## config.mk

```make
export PLATFORM = sky130hd
export DESIGN_NAME = pi_duty_regulator
export DESIGN_NICKNAME = d
export VERILOG_FILES = /design/src/sv/pidr_pkg.sv /design/src/sv/pi_duty_regulator.sv
export SDC_FILE = /design/constraint.sdc
export NUM_CORES = 2
export LEC_CHECK = 0
export BUFFER_PORTS_ARGS = -buffer_cell sky130_fd_sc_hd__buf_2
export CORE_UTILIZATION = 50
export DETAILED_ROUTE_END_ITERATION = 12
export GPL_TIMING_DRIVEN = 0
export HOLD_SLACK_MARGIN = 0.08
export PLACE_DENSITY_LB_ADDON = 0.1
export SLEW_MARGIN = 10
export SYNTH_ARGS = -nofsm -noshare
export SYNTH_HDL_FRONTEND = slang
export SYNTH_SLANG_ARGS = --single-unit
```

## constraint.sdc

```tcl
create_clock -name clk -period 6.83 [get_ports clk]
set_input_delay 1.7075 -clock clk [delete_from_list [all_inputs] [get_ports clk]]
set_output_delay 1.7075 -clock clk [all_outputs]
set_load 0.02 [all_outputs]
```

## src/sv/pidr_pkg.sv

```systemverilog
// Shared types and constants for the PI duty regulator.
package pidr_pkg;

  localparam int GAIN_W     = 16;
  localparam int DUTY_W     = 16;
  localparam int LIMIT_W    = 12;
  localparam int INTEG_W    = 13;
  localparam int CFG_DATA_W = 16;
  localparam int CFG_IDX_W  = 3;

  typedef logic [CFG_IDX_W-1:0] cfg_idx_t;

  localparam cfg_idx_t CFG_TARGET_LEVEL = 3'd0;
  localparam cfg_idx_t CFG_PROP_GAIN    = 3'd1;
  localparam cfg_idx_t CFG_INTEG_GAIN   = 3'd2;
  localparam cfg_idx_t CFG_INTEG_LIMIT  = 3'd3;
  localparam cfg_idx_t CFG_DUTY_BIAS    = 3'd4;
  localparam cfg_idx_t CFG_DUTY_FLOOR   = 3'd5;
  localparam cfg_idx_t CFG_DUTY_CEILING = 3'd6;

  localparam logic [GAIN_W-1:0]  RST_PROP_GAIN    = 16'd154;
  localparam logic [GAIN_W-1:0]  RST_INTEG_GAIN   = 16'd38;
  localparam logic [LIMIT_W-1:0] RST_INTEG_LIMIT  = 12'd300;
  localparam logic [DUTY_W-1:0]  RST_DUTY_BIAS    = 16'd100;
  localparam logic [DUTY_W-1:0]  RST_DUTY_FLOOR   = 16'd10;
  localparam logic [DUTY_W-1:0]  RST_DUTY_CEILING = 16'd190;
  localparam int                 RST_TARGET_LEVEL = 410;

endpackage

```

## src/sv/pi_duty_regulator.sv

```systemverilog
// PI duty regulator: converter sample in, clamped PWM compare value out.
//
// Each accepted sample gives one result word through the input register,
// integral stage, multiply stage and output register, and a new sample is
// taken every cycle while the output is not stalled. The integral is updated
// from the input register, which lets samples follow each other back to back.
// The two gain multiplies run in parallel in their own stage; bias, clamping
// and truncation go in front of the output register. A stalled output holds
// the whole pipeline. Configuration is taken at any time on its own channel
// (cfg_ready is always high) and must only change while the block is idle.
module pi_duty_regulator
  import pidr_pkg::*;
#(
  parameter int SAMPLE_BITS    = 10,
  parameter int GAIN_FRAC_BITS = 8
) (
  input  logic                   clk,
  input  logic                   rst_n,
  input  logic                   in_valid,
  output logic                   in_ready,
  input  logic [SAMPLE_BITS-1:0] in_sample,
  output logic                   out_valid,
  input  logic                   out_ready,
  output logic [DUTY_W-1:0]      out_duty_compare,
  output logic                   out_integ_saturated,
  output logic                   out_duty_saturated,
  input  logic                   cfg_valid,
  output logic                   cfg_ready,
  input  cfg_idx_t               cfg_index,
  input  logic [CFG_DATA_W-1:0]  cfg_data
);

  localparam int EW  = SAMPLE_BITS + 1;
  localparam int AW  = ((EW > INTEG_W) ? EW : INTEG_W) + 1;
  localparam int GW  = GAIN_W + 1;
  localparam int PW  = GW + EW;
  localparam int IW  = GW + INTEG_W;
  localparam int BW  = DUTY_W + GAIN_FRAC_BITS + 1;
  localparam int DW  = ((PW > BW) ? PW : BW) + 2;

  // configuration
  logic [SAMPLE_BITS-1:0] target_r;
  logic [GAIN_W-1:0]      prop_gain_r;
  logic [GAIN_W-1:0]      integ_gain_r;
  logic [LIMIT_W-1:0]     integ_limit_r;
  logic [DUTY_W-1:0]      duty_bias_r;
  logic [DUTY_W-1:0]      duty_floor_r;
  logic [DUTY_W-1:0]      duty_ceiling_r;

  assign cfg_ready = 1'b1;

  always_ff @(posedge clk) begin
    if (!rst_n) begin
      target_r       <= SAMPLE_BITS'(RST_TARGET_LEVEL);
      prop_gain_r    <= RST_PROP_GAIN;
      integ_gain_r   <= RST_INTEG_GAIN;
      integ_limit_r  <= RST_INTEG_LIMIT;
      duty_bias_r    <= RST_DUTY_BIAS;
      duty_floor_r   <= RST_DUTY_FLOOR;
      duty_ceiling_r <= RST_DUTY_CEILING;
    end else if (cfg_valid && cfg_ready) begin
      unique case (cfg_index)
        CFG_TARGET_LEVEL: target_r       <= cfg_data[SAMPLE_BITS-1:0];
        CFG_PROP_GAIN:    prop_gain_r    <= cfg_data;
        CFG_INTEG_GAIN:   integ_gain_r   <= cfg_data;
        CFG_INTEG_LIMIT:  integ_limit_r  <= cfg_data[LIMIT_W-1:0];
        CFG_DUTY_BIAS:    duty_bias_r    <= cfg_data;
        CFG_DUTY_FLOOR:   duty_floor_r   <= cfg_data;
        CFG_DUTY_CEILING: duty_ceiling_r <= cfg_data;
        default: ;
      endcase
    end
  end

  // pipeline control: advance unless the output word is stalled
  logic advance;
  logic in_v_r, s1_v_r, s2_v_r, out_v_r;

  assign advance  = !out_v_r || out_ready;
  assign in_ready = advance;

  always_ff @(posedge clk) begin
    if (!rst_n) begin
      in_v_r  <= 1'b0;
      s1_v_r  <= 1'b0;
      s2_v_r  <= 1'b0;
      out_v_r <= 1'b0;
    end else if (advance) begin
      in_v_r  <= in_valid;
      s1_v_r  <= in_v_r;
      s2_v_r  <= s1_v_r;
      out_v_r <= s2_v_r;
    end
  end

  // input register
  logic [SAMPLE_BITS-1:0] sample_r;

  always_ff @(posedge clk) begin
    if (advance) begin
      sample_r <= in_sample;
    end
  end

  // integral stage
  logic signed [INTEG_W-1:0] integ_r;
  logic signed [EW-1:0]      err;
  logic signed [AW-1:0]      acc;
  logic signed [AW-1:0]      lim_pos;
  logic signed [AW-1:0]      lim_neg;
  logic signed [AW-1:0]      acc_clamped;
  logic                      isat;

  assign err     = $signed({1'b0, sample_r}) - $signed({1'b0, target_r});
  assign acc     = AW'(integ_r) + AW'(err);
  assign lim_pos = $signed(AW'({1'b0, integ_limit_r}));
  assign lim_neg = -lim_pos;

  always_comb begin
    acc_clamped = acc;
    isat        = 1'b0;
    priority if (acc > lim_pos) begin
      acc_clamped = lim_pos;
      isat        = 1'b1;
    end else if (acc < lim_neg) begin
      acc_clamped = lim_neg;
      isat        = 1'b1;
    end else begin
      acc_clamped = acc;
    end
  end

  always_ff @(posedge clk) begin
    if (!rst_n) begin
      integ_r <= '0;
    end else if (advance && in_v_r) begin
      integ_r <= acc_clamped[INTEG_W-1:0];
    end
  end

  logic signed [EW-1:0]      s1_err_r;
  logic signed [INTEG_W-1:0] s1_acc_r;
  logic                      s1_isat_r;

  always_ff @(posedge clk) begin
    if (advance) begin
      s1_err_r  <= err;
      s1_acc_r  <= acc_clamped[INTEG_W-1:0];
      s1_isat_r <= isat;
    end
  end

  // multiply stage
  logic signed [PW-1:0] prop_prod;
  logic signed [IW-1:0] integ_prod;
  logic signed [PW-1:0] s2_prop_r;
  logic signed [IW-1:0] s2_integ_r;
  logic                 s2_isat_r;

  assign prop_prod  = PW'($signed({1'b0, prop_gain_r})) * PW'(s1_err_r);
  assign integ_prod = IW'($signed({1'b0, integ_gain_r})) * IW'(s1_acc_r);

  always_ff @(posedge clk) begin
    if (advance) begin
      s2_prop_r  <= prop_prod;
      s2_integ_r <= integ_prod;
      s2_isat_r  <= s1_isat_r;
    end
  end

  // drive, clamp, truncate
  logic signed [DW-1:0] drive;
  logic signed [DW-1:0] drive_hi;
  logic signed [DW-1:0] drive_lo;
  logic signed [DW-1:0] drive_clamped;
  logic                 dsat;

  assign drive_hi = DW'($signed({1'b0, duty_ceiling_r})) <<< GAIN_FRAC_BITS;
  assign drive_lo = DW'($signed({1'b0, duty_floor_r})) <<< GAIN_FRAC_BITS;
  assign drive    = (DW'($signed({1'b0, duty_bias_r})) <<< GAIN_FRAC_BITS)
                  - (DW'(s2_prop_r) + DW'(s2_integ_r));

  always_comb begin
    drive_clamped = drive;
    dsat          = 1'b0;
    priority if (drive > drive_hi) begin
      drive_clamped = drive_hi;
      dsat          = 1'b1;
    end else if (drive < drive_lo) begin
      drive_clamped = drive_lo;
      dsat          = 1'b1;
    end else begin
      drive_clamped = drive;
    end
  end

  logic [DUTY_W-1:0] duty_r;
  logic              isat_r;
  logic              dsat_r;

  always_ff @(posedge clk) begin
    if (advance) begin
      duty_r <= drive_clamped[GAIN_FRAC_BITS +: DUTY_W];
      isat_r <= s2_isat_r;
      dsat_r <= dsat;
    end
  end

  assign out_valid           = out_v_r;
  assign out_duty_compare    = duty_r;
  assign out_integ_saturated = isat_r;
  assign out_duty_saturated  = dsat_r;

  // checks
  a_integ_tracks_s1: assert property (@(posedge clk) disable iff (!rst_n)
    s1_v_r |-> (s1_acc_r == integ_r))
    else $error("integral register out of step with integral stage");

  a_integ_reset: assert property (@(posedge clk) disable iff (!rst_n)
    !$past(rst_n) |-> (integ_r == '0))
    else $error("integral not cleared by reset");

  a_duty_in_range: assert property (@(posedge clk) disable iff (!rst_n)
    (out_v_r && !dsat_r) |-> ((duty_r >= duty_floor_r) && (duty_r <= duty_ceiling_r)))
    else $error("unsaturated duty outside floor and ceiling");

endmodule

```

Word level (Yosys, flattened, before mapping)
Cells that the tools add are included.
Word-level totals
  flip-flop bits (word level): 231
  input bits: 34
  output and inout port bits: 21
  logic and storage cells: 56
Operators by class
  add/subtract/negate cells: 5
  multiply operators: 2
  magnitude comparators: 4
  equal/unequal tests: 6
  mux-type cells: 6
  reductions and logical operators: 11
Operators by type and width (count)
  2-to-1 mux 24 bit: 2
  adder 28 x 30 -> 30 bit: 1
  greater-than comparator 30 x 25 -> 1 bit: 1
  less-than comparator 30 x 25 -> 1 bit: 1
  multiplier 17 x 13 -> 30 bit: 1
  subtractor 25 x 30 -> 30 bit: 1
  multiplier 17 x 11 -> 28 bit: 1
  2-to-1 mux 13 bit: 2
  adder 13 x 11 -> 14 bit: 1
  greater-than comparator 14 x 13 -> 1 bit: 1
  less-than comparator 14 bit: 1
  negation 12 -> 14 bit: 1
  AND reduction 2 bit: 7
  subtractor 10 x 10 -> 11 bit: 1
  == test 3 bit (second input constant): 3
  == test 3 x 2 -> 1 bit (second input constant): 2
  == test 3 x 1 -> 1 bit (second input constant): 1
  logical NOT 3 bit: 1
  2-to-1 mux 1 bit: 2
  logical AND 1 bit: 1
  logical NOT 1 bit: 1
  logical OR 1 bit: 1

Longest topological paths before layout
  depth after elaboration: 5
  mapped depth: 30
  depth with buffers taken out: 29

Worst setup path before layout
OpenSTA, ideal clock, no wires.
  path kind: flip-flop to flip-flop
  start point: reg s1_acc_r[1]
  end point: reg s2_integ_r[29], data pin
  setup time: 0.261 ns
  arrival time: 5.654 ns
  data required time: 6.569 ns
  path slack: 0.915 ns
  stages on the path, launching flop included: 20
  path buffers: 1
  clock period less this slack: 5.915 ns
  cells stage by stage: edfxtp_1 -> clkbuf_1 -> and2_1 -> fa_1 -> inv_1 -> fa_1 -> inv_1 -> fa_1 -> fa_1 -> fa_1 -> fa_1 -> ha_1 -> or3_1 -> o211ai_1 -> a31oi_1 -> o41a_1 -> and4_1 -> a211o_1 -> o211ai_1 -> xnor2_1
Between the ends
  longest elaborated chain between the ends: 1
Ends and longest elaborated chain
  start, declared: line pi_duty_regulator.sv:142  | logic signed [INTEG_W-1:0] s1_acc_r;
  start signal, assigned: line pi_duty_regulator.sv:148  | s1_acc_r <= acc_clamped[INTEG_W-1:0];
  multiplier 17 x 13 -> 30 bit: line pi_duty_regulator.sv:161  | assign integ_prod = IW'($signed({1'b0, integ_gain_r})) * IW'(s1_acc_r);
  via integ_prod[29]: line pi_duty_regulator.sv:155  | logic signed [IW-1:0] integ_prod;
  end signal, assigned: line pi_duty_regulator.sv:166  | s2_integ_r <= integ_prod;
  end, declared: line pi_duty_regulator.sv:157  | logic signed [IW-1:0] s2_integ_r;
The timed path passes the listed nets, and every way through them passes these cells.
A chain may end at the register's enable or synchronous reset.

Worst setup path after layout
  start point: reg integ_gain_r[2]
  end point: reg s2_integ_r[29], data pin
Between the ends
  longest elaborated chain between the ends: 1
Ends and longest elaborated chain
  start, declared: line pi_duty_regulator.sv:44  | logic [GAIN_W-1:0] integ_gain_r;
  start signal, assigned: line pi_duty_regulator.sv:65  | CFG_INTEG_GAIN: integ_gain_r <= cfg_data;
  multiplier 17 x 13 -> 30 bit: line pi_duty_regulator.sv:161
  via integ_prod[29]: line pi_duty_regulator.sv:155
The timed path passes the listed nets, and every way through them passes these cells.

==> results.txt <==
Status - finished clean
Critical path data arrival time - 6.91 ns
Slew Limit Headroom - 0.263
Fillers - 4574
Final Power - 15.6 mW
Total GRT Usage - 0.271
Worst Setup End Kind - register
Gr ovfl total - 0
Starting density of the core - 0.508
Max Clk Rate - 0.151 GHz
P per Cell Area - 560 nW/um^2
Full die area - 52000 um^2
Synth cell types - 76
Finished Core Util - 0.553
Met1 usage - 0.370
Final non-filler cell total - 3575
Post-synth top area share - 0.234
Die Height - 228 um
Vias per inst - 5.45
Maximum VDD drop - 326 uV
Hold Slack - 0.419 ns
Layout cells sized above 1 - 0.0613
CTS tree - done
Fin area - 27800 um^2
Dpl hpwl - 56300 um
Ranking of synthesized cells by area - fa_1 23%, ha_1 15%, edfxtp_1 13%, dfxtp_1 9.3%, inv_1 6.6%
Worst Tran Pin Value - 1.10 ns
Clock root cell - clkbuf_16
Std cell rows - 82
Final-report hold violation count - 0
First-pass DRT Iterations - 5
Final setup vio count - 0
Post-synthesis cell count - 2791
Initial antenna violation count - 1
Placer Congestion - 0.893
Port-buffer cells - 53
Crit Path Category - register to register
DR vias - 19487
Count leader, synth - inv_1
Main synth FF type - dfxtp_1
Share of flip-flops with an asynchronous set or reset - 0
Largest net degree at the start of global routing - 89
Placed Area - 26700 um^2
Min-delay worst type - register to register
Tmin final - 6.62 ns
Min-delay src - s1_isat_r$_SDFFCE_PN1N_
Routed Antenna Nets - 0
DRC violations left - 0
DR WL/cell - 19.6 um
Post-synth EDFFs - 112
Critical Path RT - 7.12 ns
Global-route wire length before repair - 109000 um
Layout area overhead - 8.84%
Synth warn - 0
Busiest grt layer - met2
Synth Net Count - 3429
CTS Hold Bufs - 0
Iter 0 DRT Violations - 1254
Commonest cells post-synth - 451 x inv_1, 447 x nand2_1, 305 x ha_1, 299 x fa_1, 181 x and2_1
Grt met2 use - 0.458
Detailed Route WL - 69900 um
Synth Register Bits - 231
Place WS - -0.127 ns
Fin crit share - 0.970
Final worst slack - 0.207 ns
Nets - 3518
Width of the die - 228 um
Reg-to-reg startpoint - integ_gain_r[2]$_SDFFE_PN1P_
H-tree depth - 1
Core ar. - 50300 um^2
Startpoint types - register
Max clock buf depth - 3
Setup TNS - 0 ns
Clock Latency Late Sink - 0.56 ns
P_leak - 13.2 nW
Clk slew on worst S/H paths - 0.06 ns
Critical Path Source - integ_gain_r[2]$_SDFFE_PN1P_
Worst-path fanout max - 10
Max-cap violations - 0
Clk sinks - 231
GR Util met3 - 0.0296
Synthesized area per cell - 9.16 um^2
CTS Buf Count - 28
Number of top-level pins - 55
Pins over their slew limit - 0
Placed Cells incl. Taps - 3517
Post-Syn Area - 25600 um^2
Layout Skew - 0.0137 ns
Largest area contributor in the netlist - fa_1
Seq/Total Area, Yosys - 0.225
Vias in the first global route - 19843
## path summary, 6_finish.rpt
path | endpoint | slack, ns | depth (start not counted)
hold / removal | s2_isat_r$_DFFE_PN_ | 0.42 | 0
setup / recovery | s2_integ_r[29]$_DFFE_PN_ | 0.21 | 18
hold reg to reg | s2_isat_r$_DFFE_PN_ | 0.42 | 0
setup reg to reg | s2_integ_r[29]$_DFFE_PN_ | 0.21 | 18
## layer usage
metal	up-vias	routed length, um
met2	516	33200
met3	100	3640
li1	9221	-
met5	-	0
met4	0	1740
met1	9650	31400
## worst max-delay path: stages (launching register included)
cell	delay [ns]
dfxtp_1	0.43
clkbuf_1	0.45
nand2_1	0.16
fa_1	0.53
fa_1	0.51
inv_1	0.06
fa_1	0.53
fa_1	0.45
fa_2	0.60
fa_1	0.43
ha_1	0.23
or3_1	0.37
o211ai_1	0.29
a31oi_2	0.19
o41a_1	0.42
and4_1	0.22
a211o_1	0.22
o211ai_1	0.12
xnor2_1	0.14
## placed cells by master (no fill, tap or decap), types with 6 or more instances in the layout
cell         n
and2_1     181
nor2b_1     28
o21ai_0     60
clkbuf_16   29
clkbuf_2    24
o21a_1      18
fa_1       298
a31o_2       7
buf_2       61
a21o_1      31
ha_1       305
nor3_1      16
o211ai_1    26
clkbuf_1    66
a21boi_0     7
mux2i_1     13
nor2_1      80
buf_4        6
or3_1       12
nand2_1    447
xor2_1      27
or2_2        6
o22a_1      31
and3_1      19
a211oi_1     9
inv_1      450
nand2b_1    33
edfxtp_1   112
nand4_1     11
a31oi_1      8
xnor2_1     63
o21bai_1     7
nand3_1     29
o21ai_1      6
dfxtp_1    119
a21oi_1    156
## area by class of cell
type,instances,area [um^2],area share
clock inverter,14,208,0.00747
multi-input combinational,2012,17800,0.639
antenna,1,2.50,0.0000900
timing repair buffer,60,350,0.0126
sequential,231,5750,0.207
tap,672,841,0.0302
buffer,96,434,0.0156
clock buffer,38,769,0.0277
inverter,451,1700,0.0610
## power breakdown
part	total (mW)	internal (mW)	leakage, nW	switching [mW]
logic	11.6	4.91	10.6	6.69
clock network	1.59	0.980	0.476	0.613
registers	2.38	2.14	2.16	0.238
## what timing repair did
| item | in CTS | in global routing |
|---|---|---|
| buffers inserted | 0 | 6 |
| resized for setup | 9 | 63 |
| endpoints found under the setup margin | 3 | 47 |
## registers in the layout (all words and copies together), names as in the netlist, 10 cells and up
name,cells
s2_integ_r,30
duty_ceiling_r,16
integ_gain_r,16
integ_limit_r,12
s1_err_r,11
duty_bias_r,16
target_r,10
sample_r,10
integ_r,13
out_duty_compare,16
duty_floor_r,16
s2_prop_r,28
prop_gain_r,16
s1_acc_r,13
## cells by family (layout without fill, tap and decap cells)
| kind of cell | after synthesis | after routing | share of synthesized area |
|---|---|---|---|
| simple gates | 879 | 879 | 0.162 |
| fa+ha+maj | 604 | 604 | 0.384 |
| buf+inv | 548 | 659 | 0.0817 |
| compound gates | 420 | 420 | 0.109 |
| flops | 231 | 231 | 0.225 |
| xor+xnor | 93 | 93 | 0.0326 |
| mux | 15 | 15 | 0.00597 |
| other cells | 1 | 2 | 0.000147 |
Note: power is estimated with default switching activity, not from simulation.
